==> src/rtl/ptir_pkg.sv <==
`timescale 1ns / 1ps
// ----------------------------------------------------------------------------
// ptir_pkg
// Types, constants and register codes shared by the timestamp index recorder.
// ----------------------------------------------------------------------------
package ptir_pkg;

  localparam int unsigned PtsW      = 64;
  localparam int unsigned OffsetW   = 48;
  localparam int unsigned CfgW      = 31;
  localparam int unsigned DiffW     = 32;
  localparam int unsigned QueueDepth = 2;
  localparam int unsigned QPtrW     = $clog2(QueueDepth);
  localparam int unsigned QCntW     = $clog2(QueueDepth + 1);

  localparam logic [CfgW-1:0] MaxStepReset        = 31'd10000;
  localparam logic [CfgW-1:0] RecordIntervalReset = 31'd300;

  typedef enum logic [0:0] {
    CFG_MAX_STEP        = 1'b0,
    CFG_RECORD_INTERVAL = 1'b1
  } cfg_index_t;

  typedef struct packed {
    logic               req_type;
    logic [PtsW-1:0]    pts;
    logic [OffsetW-1:0] byte_offset;
  } in_req_t;

  typedef struct packed {
    logic [PtsW-1:0]    entry_time;
    logic [OffsetW-1:0] entry_offset;
  } out_entry_t;

  // classified request passed from front to back
  typedef struct packed {
    logic               first;
    logic               jump;
    logic               forced;
    logic [CfgW-1:0]    step;
    logic [DiffW-1:0]   pts_lo;
    logic [OffsetW-1:0] byte_offset;
  } cls_req_t;

endpackage

==> src/rtl/pts_time_index_recorder.sv <==
`timescale 1ns / 1ps
// ----------------------------------------------------------------------------
// pts_time_index_recorder
// Builds continuous-time index entries from timestamp and byte offset requests.
// ----------------------------------------------------------------------------
// Takes one request per cycle while the queue has room. The front classifies
// each request against the previous timestamp and pushes it into a two-entry
// queue; the back updates the running time, gates on the record interval and
// places an entry in a single output register, fed from the queue. Sustained
// throughput is one request per cycle as long as entries are taken; the back
// stalls only when the output register is full. Requests that produce no
// entry leave no output. Configuration writes are taken at any time but must
// only be issued while the block is idle.
// ----------------------------------------------------------------------------
module pts_time_index_recorder (
  input  logic                       clk,
  input  logic                       rst,
  input  logic                       in_valid,
  output logic                       in_ready,
  input  ptir_pkg::in_req_t          in_data,
  output logic                       out_valid,
  input  logic                       out_ready,
  output ptir_pkg::out_entry_t       out_data,
  input  logic                       cfg_we,
  input  ptir_pkg::cfg_index_t       cfg_index,
  input  logic [ptir_pkg::CfgW-1:0]  cfg_data
);

  logic [ptir_pkg::CfgW-1:0]  max_step;
  logic [ptir_pkg::CfgW-1:0]  record_interval;
  logic                       push;
  ptir_pkg::cls_req_t         push_data;
  logic                       q_full;
  logic                       pop;
  logic                       q_valid;
  ptir_pkg::cls_req_t         q_data;

  always_ff @(posedge clk) begin
    if (rst) begin
      max_step        <= ptir_pkg::MaxStepReset;
      record_interval <= ptir_pkg::RecordIntervalReset;
    end else if (cfg_we) begin
      unique case (cfg_index)
        ptir_pkg::CFG_MAX_STEP:        max_step        <= cfg_data;
        ptir_pkg::CFG_RECORD_INTERVAL: record_interval <= cfg_data;
        default: ;
      endcase
    end
  end

  ptir_front u_front (
    .clk       (clk),
    .rst       (rst),
    .in_valid  (in_valid),
    .in_ready  (in_ready),
    .in_data   (in_data),
    .max_step  (max_step),
    .push      (push),
    .push_data (push_data),
    .q_full    (q_full)
  );

  ptir_queue u_queue (
    .clk       (clk),
    .rst       (rst),
    .push      (push),
    .push_data (push_data),
    .full      (q_full),
    .pop       (pop),
    .q_valid   (q_valid),
    .q_data    (q_data)
  );

  ptir_back u_back (
    .clk             (clk),
    .rst             (rst),
    .q_valid         (q_valid),
    .q_data          (q_data),
    .pop             (pop),
    .record_interval (record_interval),
    .out_valid       (out_valid),
    .out_ready       (out_ready),
    .out_data        (out_data)
  );

endmodule

==> src/rtl/ptir_front.sv <==
`timescale 1ns / 1ps
// ----------------------------------------------------------------------------
// ptir_front
// Accepts requests, tracks the previous timestamp and classifies each step
// as first, jump or continuous.
// ----------------------------------------------------------------------------
module ptir_front (
  input  logic                       clk,
  input  logic                       rst,
  input  logic                       in_valid,
  output logic                       in_ready,
  input  ptir_pkg::in_req_t          in_data,
  input  logic [ptir_pkg::CfgW-1:0]  max_step,
  output logic                       push,
  output ptir_pkg::cls_req_t         push_data,
  input  logic                       q_full
);

  logic                        started;
  logic [ptir_pkg::DiffW-1:0]  prev_pts;
  logic [ptir_pkg::DiffW-1:0]  diff;

  assign in_ready = !q_full;
  assign push     = in_valid && !q_full;

  // only the low 32 bits of the step matter
  assign diff = in_data.pts[ptir_pkg::DiffW-1:0] - prev_pts;

  always_comb begin
    push_data.first       = !started;
    push_data.jump        = diff[ptir_pkg::DiffW-1] ||
                            (diff[ptir_pkg::CfgW-1:0] > max_step);
    push_data.forced      = in_data.req_type;
    push_data.step        = diff[ptir_pkg::CfgW-1:0];
    push_data.pts_lo      = in_data.pts[ptir_pkg::DiffW-1:0];
    push_data.byte_offset = in_data.byte_offset;
  end

  always_ff @(posedge clk) begin
    if (rst) begin
      started  <= 1'b0;
      prev_pts <= '0;
    end else if (push) begin
      started  <= 1'b1;
      prev_pts <= in_data.pts[ptir_pkg::DiffW-1:0];
    end
  end

endmodule

==> src/rtl/ptir_queue.sv <==
`timescale 1ns / 1ps
// ----------------------------------------------------------------------------
// ptir_queue
// Short FIFO of classified requests between front and back.
// ----------------------------------------------------------------------------
module ptir_queue (
  input  logic                clk,
  input  logic                rst,
  input  logic                push,
  input  ptir_pkg::cls_req_t  push_data,
  output logic                full,
  input  logic                pop,
  output logic                q_valid,
  output ptir_pkg::cls_req_t  q_data
);

  ptir_pkg::cls_req_t               entries [ptir_pkg::QueueDepth];
  logic [ptir_pkg::QPtrW-1:0]       wr_ptr;
  logic [ptir_pkg::QPtrW-1:0]       rd_ptr;
  logic [ptir_pkg::QCntW-1:0]       count;

  assign full    = (count == ptir_pkg::QCntW'(ptir_pkg::QueueDepth));
  assign q_valid = (count != '0);
  assign q_data  = entries[rd_ptr];

  always_ff @(posedge clk) begin
    if (push) begin
      entries[wr_ptr] <= push_data;
    end
  end

  always_ff @(posedge clk) begin
    if (rst) begin
      wr_ptr <= '0;
      rd_ptr <= '0;
      count  <= '0;
    end else begin
      if (push) begin
        wr_ptr <= (wr_ptr == ptir_pkg::QPtrW'(ptir_pkg::QueueDepth - 1)) ? '0 : wr_ptr + 1'b1;
      end
      if (pop) begin
        rd_ptr <= (rd_ptr == ptir_pkg::QPtrW'(ptir_pkg::QueueDepth - 1)) ? '0 : rd_ptr + 1'b1;
      end
      case ({push, pop})
        2'b10:   count <= count + 1'b1;
        2'b01:   count <= count - 1'b1;
        default: count <= count;
      endcase
    end
  end

endmodule

==> src/rtl/ptir_back.sv <==
`timescale 1ns / 1ps
// ----------------------------------------------------------------------------
// ptir_back
// Advances the running time, applies the record interval gate and holds
// the outgoing index entry.
// ----------------------------------------------------------------------------
module ptir_back (
  input  logic                       clk,
  input  logic                       rst,
  input  logic                       q_valid,
  input  ptir_pkg::cls_req_t         q_data,
  output logic                       pop,
  input  logic [ptir_pkg::CfgW-1:0]  record_interval,
  output logic                       out_valid,
  input  logic                       out_ready,
  output ptir_pkg::out_entry_t       out_data
);

  logic [ptir_pkg::PtsW-1:0]   running_time;
  logic [ptir_pkg::PtsW-1:0]   running_time_next;
  logic [ptir_pkg::DiffW-1:0]  rec_pts_lo;
  logic                        record_valid;
  logic [ptir_pkg::DiffW-1:0]  gap;
  logic                        have;
  logic                        emit;
  logic                        rebase;

  assign pop = q_valid && (!out_valid || out_ready);
  assign gap = q_data.pts_lo - rec_pts_lo;

  always_comb begin
    running_time_next = running_time;
    have              = 1'b1;
    rebase            = 1'b0;
    if (q_data.first) begin
      running_time_next = '0;
    end else if (q_data.jump) begin
      if (!q_data.forced) begin
        have   = 1'b0;
        rebase = 1'b1;
      end
    end else begin
      running_time_next = running_time + ptir_pkg::PtsW'(q_data.step);
    end
    if (q_data.forced) begin
      emit = have;
    end else begin
      emit = have && (!record_valid ||
             (!gap[ptir_pkg::DiffW-1] && (gap[ptir_pkg::CfgW-1:0] > record_interval)));
    end
  end

  always_ff @(posedge clk) begin
    if (rst) begin
      running_time <= '0;
      rec_pts_lo   <= '0;
      record_valid <= 1'b0;
      out_valid    <= 1'b0;
    end else begin
      if (pop && emit) begin
        out_valid <= 1'b1;
      end else if (out_ready) begin
        out_valid <= 1'b0;
      end
      if (pop) begin
        running_time <= running_time_next;
        if (emit || rebase) begin
          rec_pts_lo   <= q_data.pts_lo;
          record_valid <= 1'b1;
        end
      end
    end
  end

  always_ff @(posedge clk) begin
    if (pop && emit) begin
      out_data.entry_time   <= running_time_next;
      out_data.entry_offset <= q_data.byte_offset;
    end
  end

endmodule

==> config.mk <==
export PLATFORM = sky130hd
export DESIGN_NAME = pts_time_index_recorder
export DESIGN_NICKNAME = d
export VERILOG_FILES = /design/src/rtl/ptir_pkg.sv /design/src/rtl/pts_time_index_recorder.sv /design/src/rtl/ptir_front.sv /design/src/rtl/ptir_queue.sv /design/src/rtl/ptir_back.sv
export SDC_FILE = /design/constraint.sdc
export NUM_CORES = 1
export LEC_CHECK = 0
export BUFFER_PORTS_ARGS = -buffer_cell sky130_fd_sc_hd__buf_4
export CORE_UTILIZATION = 55
export CTS_CLUSTER_DIAMETER = 100
export CTS_CLUSTER_SIZE = 10
export DETAILED_ROUTE_END_ITERATION = 6
export GPL_TIMING_DRIVEN = 0
export PLACE_DENSITY = 0.75
export SLEW_MARGIN = 10
export SYNTH_ARGS = -nofsm -noshare
export SYNTH_HDL_FRONTEND = slang
export SYNTH_SLANG_ARGS = --single-unit
export TNS_END_PERCENT = 50
==> constraint.sdc <==
create_clock -name clk -period 24.8 [get_ports clk]
set_input_delay 6.2 -clock clk [delete_from_list [all_inputs] [get_ports clk]]
set_output_delay 6.2 -clock clk [all_outputs]
set_load 0.02 [all_outputs]
Yosys cells after proc, flatten, opt, wreduce, memory -nomap -nowiden
Memory sizes are Yosys's and may differ from the RTL's. A register that Yosys moved wholly into a read port is not among the register bits.
Index checks and enable logic that the tools add are counted.
Operators by class
  multiply operators: 0
  mux-type cells: 18
  magnitude comparators: 2
  bitwise logic cells: 1
  shift operators: 0
  equal/unequal tests: 3
  divide/modulo/power cells: 0
  $add $sub $neg: 7
  reduce and logical (&&, ||, !) cells: 20
Operator list (count)
  2-to-1 mux 64 bit: 2
  adder 64 x 31 -> 64 bit: 1
  subtractor 32 bit: 2
  greater-than comparator 31 bit: 2
  2-to-1 mux 1 bit: 15
  AND reduction 2 bit: 3
  nonzero test 2 bit: 3
  logical AND 1 bit: 5
  logical NOT 1 bit: 5
  == test 2 bit (second input constant): 2
  logical OR 1 bit: 4
  one-hot mux 2 bit (2 select lines): 1
  adder 1 bit (second input constant): 2
  adder 2 x 1 -> 2 bit (second input constant): 1
  == test 2 x 1 -> 1 bit (second input constant): 1
  subtractor 2 x 1 -> 2 bit (second input constant): 1
  inverter 1 bit: 1
Word-level totals
  register bits after elaboration: 309
  bits in latches: 0
  memory bits (writable): 228
  output and inout port bits: 114
  input bits: 150
  memories kept: 1
  memory bits (read-only): 0
  logic and storage cells: 65
Memories
  u_queue.entries: words 2, width 114, read ports 1, clocked after Yosys merged registers in 1, wr ports 1, RTL line ptir_queue.sv:17  | ptir_pkg::cls_req_t entries [ptir_pkg::QueueDepth];

Logic depth before layout (Yosys ltp)
Gate-level depths: netlist (run 1).
  depth in word-level cells: 8
  mapped depth: 28
  mapped depth without buffers: 24

Modules after synthesis
A second synthesis (run 1) with hierarchy kept.
Second synthesis, totals
  cell total of the unflattened synthesis: 2744
  area, all modules: 29245.5 um^2
Modules (own cells, without submodules)
  ptir_back: cells an instance 1484, instances 1, area an instance 13431.6 um^2, sequential area each 5325.1 um^2
  ptir_queue: cells an instance 377, instances 1, area an instance 8672.1 um^2, sequential area each 6946.7 um^2
  ptir_front: cells an instance 638, instances 1, area an instance 4540.6 um^2, sequential area each 660.6 um^2
  pts_time_index_recorder: cells an instance 245, instances 1, area an instance 2601.2 um^2, sequential area each 1241.2 um^2

Worst setup path before layout (run 1)
No wires, ideal clock.
  kind: input to register
  start: in out_ready
  end: reg u_back.out_data[0] (netlist name)
  setup time: 763 ps
  buffers on the path: 2
  path slack: 8975 ps
  stages: 5
  required time: 24037 ps
  data arrival time: 15062 ps
  path through: nor2b_1 or2_2 clkbuf_1 clkbuf_1 a221oi_1
Between the ends
  cells in the longest elaborated chain, start to end: 3
RTL lines
  start, declared: RTL line pts_time_index_recorder.sv:22  | input logic out_ready,
  logical OR 1 bit: RTL line ptir_back.sv:28  | assign pop = q_valid && (!out_valid || out_ready);
  logical AND 1 bit: RTL line ptir_back.sv:28
  logical AND 1 bit: RTL line ptir_back.sv:76  | if (pop && emit) begin
Every way passes these cells.
A chain may end at the register's enable or synchronous reset.

==> results of run 1 <==
## flip-flops by register name, summed over array words and instances (netlist names), named ones only
name,count
u_back.out_data,112
record_interval,31
u_back.running_time,64
max_step,31
u_queue.wr_ptr,1
u_front.prev_pts,32
u_back.rec_pts_lo,32
u_back.out_valid,1
u_queue.count,2
u_queue.rd_ptr,1
u_queue.entries,228
u_back.record_valid,1
u_front.started,1
## cells by family (layout without fill, tap and decap cells)
kind of cell,after synthesis,in the layout,share of synthesized area (%)
xor+xnor,121,121,4.00
simple gates,728,728,11.9
buf+inv,256,612,3.67
flops,538,538,53.5
fa+ha+maj,162,162,7.73
compound gates,565,565,13.1
other cells,0,1,0
mux,149,149,6.16
## tightest hold or removal path, cell delays in order, from the launching register on
cell and delay, ns:
dfxtp_1 0.30, nand2_1 0.05, a21oi_1 0.05
## cell type report
cell class	count	area (um2)	area share, %
multi-input combinational	1725	11400	36.7
inverter	150	563	1.81
clock inverter	3	80.1	0.258
sequential	538	14200	45.7
tap	615	769	2.48
timing repair buffer	244	1980	6.37
buffer	106	409	1.32
clock buffer	109	1670	5.39
antenna	1	2.50	0.00806
## metrics by stage
step	cells	area (um2)	hold slack [ns]	utilization (%)
after global placement	3365	29000	0.442	60.9
after detailed placement	3378	29300	0.447	61.5
final	3491	31000	0.453	65.2
after floorplan	2519	26500	0.432	-
after CTS	3490	31000	0.454	65.2
after global routing	3490	31000	0.464	65.2
## final timing paths
check / startpoint / slack, ns / cells after the start / end
worst max-delay path: in_data[48] / 13.71 / 21 / u_queue.entries[1][112]$_DFFE_PP_
worst min-delay path: record_interval[25]$_SDFFE_PP0P_ / 0.45 / 2 / record_interval[25]$_SDFFE_PP0P_
worst max register to register: flip-flop / 15.89 / 28 / u_back.out_data[45]$_DFFE_PP_
worst min register to register: record_interval[25]$_SDFFE_PP0P_ / 0.45 / 2 / record_interval[25]$_SDFFE_PP0P_
## power breakdown
group	switching, mW	total [mW]	internal [mW]
clock network	0.351	0.805	0.453
logic	0.924	1.53	0.607
registers	0.0565	1.24	1.18
total	1.33	3.57	2.24
## cell usage after synthesis (9+ instances only)
cell type / instances / area share, %
nand2_1: 397 / 5.6
edfxtp_1: 340 / 39
a21oi_1: 263 / 5.0
dfxtp_1: 198 / 15
ha_1: 159 / 7.5
inv_1: 148 / 2.1
nor2_1: 144 / 2.0
mux2_2: 113 / 4.8
clkbuf_1: 92 / 1.3
o21ai_0: 80 / 1.5
a21o_1: 71 / 2.0
xnor2_1: 65 / 2.1
xor2_1: 56 / 1.8
nand4_1: 38 / 0.90
mux2i_1: 36 / 1.4
nand3_1: 31 / 0.59
or3_1: 30 / 0.71
a211oi_1: 18 / 0.51
a31oi_1: 18 / 0.42
and3_1: 18 / 0.42
nor2b_1: 16 / 0.38
nor3_1: 15 / 0.28
a22oi_1: 14 / 0.40
and2_1: 13 / 0.31
o211ai_1: 13 / 0.37
o21a_1: 13 / 0.37
o21bai_1: 13 / 0.37
a41oi_1: 9 / 0.30
buf_2: 9 / 0.17
nand2b_1: 9 / 0.21
## routing by layer
metal	GRT usage, %	vias to the layer above
met5	0	-
met4	9.97	0
met3	3.64	118
met2	47.8	718
met1	35.5	9551
li1	-	9614
==> results.toml, run 1 <==
[setup_path]
crit_arrival_ns = 11.54
crit_chain = "buf_4, inv_1, ha_1, inv_1, fa_1, a21oi_1, o21ai_0, a2111oi_1, o211ai_1, a311o_1, a21o_1, a21o_1, a21o_1, a21oi_1, xnor2_1, ha_1, nand4_1, or3_1, o221ai_1, a21oi_1, o21ai_0"
crit_family = "compound AO/OA/AOI/OAI gates"
end_kind = "flip-flop"
cp_slowest_cell = "a2111oi_1"
crit_buf_inv = 3
cp_max_fo = 4
critPathKind = "in2reg"
critPathLaunchType = "primary input"
critPathRequiredTime_ns = 25.25
max_stage_delay_ns = 0.88

[logic_synthesis]
synth_nets = 2831
yosys_warnings = 0
ys.flop_type = "edfxtp_1"
synth_edf_count = 340
post_synth_num_cell_types = 60
synth_area_um2 = 26500
synth_cells = 2519
ys_async_sr_fraction_pct = 0
ys_ff_latch = 538
yosysSeqAreaShare_pct = 53.5
syn_avg_cell_area_um2 = 10.5

[placement]
gp_congestion = 0.967
dp.final_hpwl_mm = 51.1
io_buffers = 231
pre_cts_ws_ns = 13.19

[clock_tree]
post_cts.repair.setup_buffers = 0
clock_path_buffers = 3
postCtsResizedCells = 0
numCtsBuffers = 59
cts_num_sinks = 538
h-tree-depth = 2
clockRootBuffer = "clkbuf_16"
clk_latency_ns = 0.65
hold_buffers = 0
path_clk_slew_ns = 0.06
cts_tree = "built"

[drt]
vias = 20000
ant_nets = 0
drc_errors = 2
dr_wl_met2_mm = 33.2
met3WireLength_mm = 4.13
vias_per_cell = 5.73
drtIter0Drc = 1486
routed_wl_mm = 68.4
met1_length_mm = 28.9
first_pass_iters = 7
top_layer = "met4"
avgRoutedWirePerCell_um = 19.6

[finish]
nets = 3136
layout_common_cells = "nand2_1, edfxtp_1, a21oi_1, buf_4, dfxtp_1"
final_common_cell = "nand2_1"
drive_gt1_share_pct = 15.4
nFillCells = 3696
areaGrowthSynthToFinish_pct = 17.1

[die]
die_width_um = 222
die_h_um = 222
num_rows = 80
start_util_pct = 55.6
io_pins = 264
core_area_um2 = 47600
dieArea_um2 = 49100

[sta]
fin_crit_sh_pct = 44.7
grt_setup_unrepaired = "no"
timing_hold_violations_final = 0
setup_viol = 0
slew_headroom_pct = 18.2
fmax_mhz = 90.2
period_minus_slack_ns = 11.09
clock-skew-final_ns = 0.0461
setup_ws_ns = 13.71
fin_setup_tns_ns = 0
finalMaxSlewViolations = 0
max_slew.worst_pin.slew_ns = 1.19

[grt]
grt_pass1_vias = 19700
antenna_found_initial = 0
grt_first_pass_wirelength_mm = 106
grt_start_max_net_pins = 49
grt_util_all_layers_pct = 27.6
overflow = 0

[power_and_ir_drop]
p_leak_nw = 11.8
finalPower_mw = 3.57
p_per_area_nw_per_um2 = 115
peakVddDrop_v = 0.0000666

[run]
cap_violations = 0

[status]
violations = "DRC"
outcome = "complete, but fails checks"

[min_path]
hp-class = "reg2reg"
(Power assumes the default switching activity.)
==> inputs of run 2 (changes only) <==
--- a/config.mk
+++ b/config.mk
@@ -5,13 +5,14 @@
 export SDC_FILE = /design/constraint.sdc
 export NUM_CORES = 1
 export LEC_CHECK = 0
+export ABC_AREA = 1
 export BUFFER_PORTS_ARGS = -buffer_cell sky130_fd_sc_hd__buf_4
-export CORE_UTILIZATION = 55
+export CORE_UTILIZATION = 54
 export CTS_CLUSTER_DIAMETER = 100
 export CTS_CLUSTER_SIZE = 10
 export DETAILED_ROUTE_END_ITERATION = 6
 export GPL_TIMING_DRIVEN = 0
-export PLACE_DENSITY = 0.75
+export PLACE_DENSITY = 0.76
 export SLEW_MARGIN = 10
 export SYNTH_ARGS = -nofsm -noshare
 export SYNTH_HDL_FRONTEND = slang
==> constraint.sdc (replaced) <==
create_clock -name clk -period 9.3 [get_ports clk]
set_input_delay 2.325 -clock clk [delete_from_list [all_inputs] [get_ports clk]]
set_output_delay 2.325 -clock clk [all_outputs]
set_load 0.02 [all_outputs]
==> run 2 against run 1 <==
Against the previous run: the run now ends clean; sequential share of layout area fell by 2.9 points; clock-buffer cell count unchanged; combinational power grew to 3.6 times the previous value; final area increased by 6.7%; first-iteration DRC count rose by 28%; worst hold slack got worse by 0.0088 ns; global-route usage rose by 1.5 points; final cell count increased by 22%; sequential power grew to 2.9 times the previous value; worst setup slack got worse by 11 ns.
==> results.toml, run 2 <==
[clock_tree]
hold_buffers = 0
post_cts.repair.setup_buffers = 0
numCtsBuffers = 60
clk_latency_ns = 0.64
postCtsResizedCells = 0
h-tree-depth = 2
clock_path_buffers = 3
cts_tree = "built"
cts_num_sinks = 538
path_clk_slew_ns = 0.06
clockRootBuffer = "clkbuf_16"

[logic_synthesis]
synth_cells = 3207
synth_nets = 3519
synth_common_cells = "nand2_1, inv_1, edfxtp_1"
netlist.area_leader.share_pct = 35.8
yosysSeqAreaShare_pct = 49.8
post_synth_num_cell_types = 53
yosys_warnings = 0
synth_area_um2 = 28500
synth_top_area_cell = "edfxtp_1"
ys.flop_type = "edfxtp_1"
yosysMostFrequentCell = "nand2_1"
synth_edf_count = 340
ys_ff_latch = 538
syn_avg_cell_area_um2 = 8.88
ys_async_sr_fraction_pct = 0
synthTopCellsByArea = "edfxtp_1, dfxtp_1, nand2_1"

[drt]
vias_per_cell = 5.42
drc_errors = 0
routed_wl_mm = 78.6
drtIter0Drc = 1905
avgRoutedWirePerCell_um = 18.5
first_pass_iters = 6
ant_nets = 0
vias = 23000

[sta]
fin_setup_tns_ns = 0
period_minus_slack_ns = 6.91
fin_crit_sh_pct = 74.3
clock-skew-final_ns = 0.0384
fmax_mhz = 145
slew_headroom_pct = 23.9
grt_setup_unrepaired = "no"
timing_hold_violations_final = 0
finalMaxSlewViolations = 0
max_slew.worst_pin.slew_ns = 1.14
setup_viol = 0

[finish]
largest_reg_flops = 228
reg.largest.list = "u_queue.entries (228), u_back.out_data (112), u_back.running_time (64)"
final_common_cell = "nand2_1"
nets = 3822
drive_gt1_share_pct = 14.4
areaGrowthSynthToFinish_pct = 16.3
nFillCells = 4359
layout_common_cells = "nand2_1, inv_1, edfxtp_1, a21oi_1, o21ai_0"
regMostFlops = "u_queue.entries"
final_util_pct = 64.0

[grt]
antenna_found_initial = 1
grt_first_pass_wirelength_mm = 120
overflow = 0
grt_util_all_layers_pct = 29.1
grt_pass1_vias = 21800
grt_start_max_net_pins = 85

[die]
io_pins = 264
die_width_um = 232
dieArea_um2 = 53700
start_util_pct = 55.1
num_rows = 83
core_area_um2 = 51700
die_h_um = 232

[setup_path]
critPathKind = "reg2reg"
crit_path_frequent_cell = "nand2_1"
cp_slowest_cell = "clkbuf_1"
r2r_slack_ns = 2.39
critPathRequiredTime_ns = 9.56
crit_buf_inv = 7
end_kind = "flip-flop"
crit_family = "buffers and inverters"
crit_arrival_ns = 7.17
critPathLaunchType = "flip-flop"
cp_max_fo = 84
max_stage_delay_ns = 0.69

[power_and_ir_drop]
peakVddDrop_v = 0.000229
p_clk_share_pct = 19.5
p_comb_share_pct = 48.8
p_leak_nw = 14.3
p_per_area_nw_per_um2 = 342
switchingPower_mw = 4.79
switching_share_pct = 42.2
internal_power_mw = 6.55
finalPower_mw = 11.3
seq_power_share_pct = 31.7

[placement]
dp.final_hpwl_mm = 61.5
io_buffers = 231
gp_congestion = 0.997

[run]
cap_violations = 0

[min_path]
hp-class = "reg2reg"

[status]
outcome = "finished, final reports clean"
-- run 2: worst paths after layout --
check	depth (start not counted)	end	from
max	29	u_back.out_data[26]$_DFFE_PP_	flip-flop
min	1	flip-flop	u_queue.rd_ptr$_SDFFE_PP0P_
min reg2reg	1	flip-flop	u_queue.rd_ptr$_SDFFE_PP0P_
max reg2reg	29	u_back.out_data[26]$_DFFE_PP_	flip-flop
-- run 2: cells by family (layout without fill, tap and decap cells) --
| kind of cell | count (synthesis) | after routing | synth area share, % |
|---|---|---|---|
| compound gates | 659 | 659 | 12.7 |
| mux | 81 | 81 | 3.19 |
| other cells | 0 | 1 | 0 |
| buf+inv | 602 | 956 | 8.36 |
| xor+xnor | 69 | 69 | 2.12 |
| flops | 538 | 538 | 49.8 |
| fa+ha+maj | 162 | 162 | 7.20 |
| simple gates | 1096 | 1096 | 16.7 |
-- run 2: metal layers --
metal / vias up / GRT usage, % / wire (um) / part of all wire, %
met5: - / 0 / 0 / 0
met4: 0 / 10.5 / 2720 / 3.5
met3: 149 / 3.11 / 4190 / 5.3
met2: 659 / 50.9 / 38700 / 49
met1: 10800 / 37.2 / 33000 / 42
li1: 11400 / - / - / -
-- run 2: power by group through the flow --
stage / sequential [mW] / combinational (mW) / clock (mW)
2_1_floorplan: 3.98 / 3.37 / 0
3_3_place_gp: 3.70 / 5.33 / 0
3_5_place_dp: 3.64 / 5.47 / 0
4_1_cts: 3.60 / 5.49 / 2.25
5_1_grt: 3.65 / 6.08 / 2.34
6_report: 3.59 / 5.53 / 2.21
-- run 2: layout make-up --
class	instances	area [um2]	area share, %
Clock buffer	109	1730	5.21
Antenna cell	1	2.50	0.00756
Sequential cell	538	14200	42.8
Buffer	95	478	1.44
Clock inverter	4	96.3	0.291
Multi-Input combinational cell	2067	11900	36.1
Tap cell	680	851	2.57
Inverter	507	1910	5.76
Timing Repair Buffer	241	1940	5.85
-- run 2: through the flow --
stage	hold WS, ns	cell area (um2)	setup WS (ns)	instances
6_report	0.444	33100	2.39	4242
3_3_place_gp	0.435	31100	-2.40	4118
3_5_place_dp	0.442	31300	2.46	4128
2_1_floorplan	0.426	28500	1.17	3207
4_1_cts	0.441	33100	2.41	4241
5_1_grt	0.475	33100	1.85	4242
==> inputs of run 3 (changes only) <==
==> constraint.sdc (replaced) <==
create_clock -name clk -period 5.95 [get_ports clk]
set_input_delay 1.4875 -clock clk [delete_from_list [all_inputs] [get_ports clk]]
set_output_delay 1.4875 -clock clk [all_outputs]
set_load 0.02 [all_outputs]
==> run 3 against run 2 <==
Against the previous run: total power up 57%; critical endpoint is now u_back.out_data[22]$_DFFE_PP_; final area rose by 0.22%; worst hold slack better by 0.0066 ns; maximum frequency rose by 22%; wire length is 1.5% higher; largest cell class unchanged; non-clock buffer count grew 6; first-iteration DRC count shrank 9.2%; clock power grew 52%; flip-flop and latch count stayed put; clock skew is 0.0015 ns higher; die area stayed put.
==> results.toml, run 3 (synthesized netlist as in run 2, its figures left out) <==
[status]
outcome = "finished, final reports clean"

[sta]
period_minus_slack_ns = 5.65
finalMaxSlewViolations = 0
fin_setup_tns_ns = 0
clock-skew-final_ns = 0.0400
fin_crit_sh_pct = 95.0
grt_setup_unrepaired = "no"
setup_viol = 0
fmax_mhz = 177
slew_headroom_pct = 23.6
hold_slack_ns = 0.450
max_slew.worst_pin.slew_ns = 1.15
timing_hold_violations_final = 0

[drt]
drc_errors = 0
vias = 23200
ant_nets = 0
drtIter0Drc = 1729
first_pass_iters = 6
avgRoutedWirePerCell_um = 18.8
routed_wl_mm = 79.8
vias_per_cell = 5.47

[placement]
io_buffers = 231
gp_congestion = 0.996
dp.final_hpwl_mm = 61.6

[clock_tree]
numCtsBuffers = 59
cts_tree = "built"
cts_num_sinks = 538
h-tree-depth = 2
path_clk_slew_ns = 0.06
clockRootBuffer = "clkbuf_16"
clock_path_buffers = 3
clk_latency_ns = 0.65
hold_buffers = 0

[power_and_ir_drop]
peakVddDrop_v = 0.000323
p_leak_nw = 14.3
p_per_area_nw_per_um2 = 536
finalPower_mw = 17.8

[die]
core_area_um2 = 51700
io_pins = 264
die_width_um = 232
start_util_pct = 55.1
num_rows = 83
die_h_um = 232
dieArea_um2 = 53700

[finish]
reg.largest.list = "u_queue.entries (228), u_back.out_data (112), u_back.running_time (64)"
regMostFlops = "u_queue.entries"
final_common_cell = "nand2_1"
nets = 3828
areaGrowthSynthToFinish_pct = 16.5
largest_reg_flops = 228
drive_gt1_share_pct = 14.8
layout_common_cells = "nand2_1, inv_1, edfxtp_1, a21oi_1, o21ai_0"
final_util_pct = 64.2

[min_path]
hold_start = "u_queue.rd_ptr$_SDFFE_PP0P_"
whs_path_depth = 1
hp-class = "reg2reg"

[setup_path]
end_kind = "flip-flop"
critPathLaunchType = "flip-flop"
cp_slowest_cell = "dfxtp_1"
critPathKind = "reg2reg"
reg2regPathDepth = 28
cp_max_fo = 43
rr_endpoint = "u_back.out_data[22]$_DFFE_PP_"
max_stage_delay_ns = 0.38
crit_arrival_ns = 5.94
critPathRequiredTime_ns = 6.24
crit_path_frequent_cell = "nand2_1"
r2r_slack_ns = 0.30

[grt]
grt_util_all_layers_pct = 29.6
grt_start_max_net_pins = 44
grt_pass1_vias = 21800
antenna_found_initial = 2
overflow = 0
grt_first_pass_wirelength_mm = 122

[run]
cap_violations = 0
-- run 3: final cells by class --
type	count	area [um2]
tap	680	851
clock buffer	108	1670
antenna	2	5.00
sequential	538	14200
timing repair buffer	247	2020
clock inverter	3	48.8
timing repair inverter	1	8.76
inverter	507	1930
multi-input combinational	2067	12000
buffer	95	497
fill	4424	18500
-- run 3: timing repair --
| action | 4_1_cts | 5_1_grt |
|---|---|---|
| cloned | 1 | 1 |
| resized for setup | 12 | 13 |
| setup endpoints to repair | 146 | 85 |
| setup buffers | 0 | 5 |
-- run 3: worst max path at each step --
| stage | to | slack (ns) | depth (start not counted) |
|---|---|---|---|
| floorplan | u_back.out_data[0]$_DFFE_PP_ | -0.64 | 28 |
| global placement | u_back.out_data[5]$_DFFE_PP_ | -3.45 | 28 |
| detailed placement | u_back.out_data[5]$_DFFE_PP_ | -0.98 | 29 |
| CTS | u_back.out_data[61]$_DFFE_PP_ | 0.02 | 29 |
| global route | u_back.out_data[22]$_DFFE_PP_ | 0.01 | 29 |
| finish | u_back.out_data[22]$_DFFE_PP_ | 0.30 | 28 |
-- run 3: stage by stage --
| stage | cell area, um2 | cells | worst slack, ns |
|---|---|---|---|
| final | 33200 | 4248 | 0.298 |
| after global routing | 33200 | 4248 | 0.0145 |
| after CTS | 33100 | 4240 | 0.0222 |
| after detailed placement | 31300 | 4128 | -0.976 |
| after global placement | 31100 | 4118 | -3.45 |
| after floorplan | 28500 | 3207 | -0.640 |
-- run 3: report_power, final --
part           switching (mW)  total, mW  internal [mW]
Sequential              0.394       5.62           5.22
Combinational            5.68       8.82           3.14
Clock                    1.46       3.35           1.88
Total                    7.54       17.8           10.2
-- run 3: layer usage --
metal / global-route usage [%] / wire length, um / vias up
met1: 37.6 / 32600 / 10900
met3: 4.28 / 5150 / 150
met5: 0 / 0 / -
met4: 11.5 / 3110 / 0
met2: 50.7 / 38900 / 740
li1: - / - / 11400
-- run 3: critical path, delay by kind of cell, from the launching register on --
family | cells | cell delay [ns]
buffers and inverters | 6 | 1.38
and+or+nand+nor | 14 | 1.73
adders and majority gates | 2 | 0.63
AOI/OAI and AO/OA | 6 | 1.08
DFF | 1 | 0.38
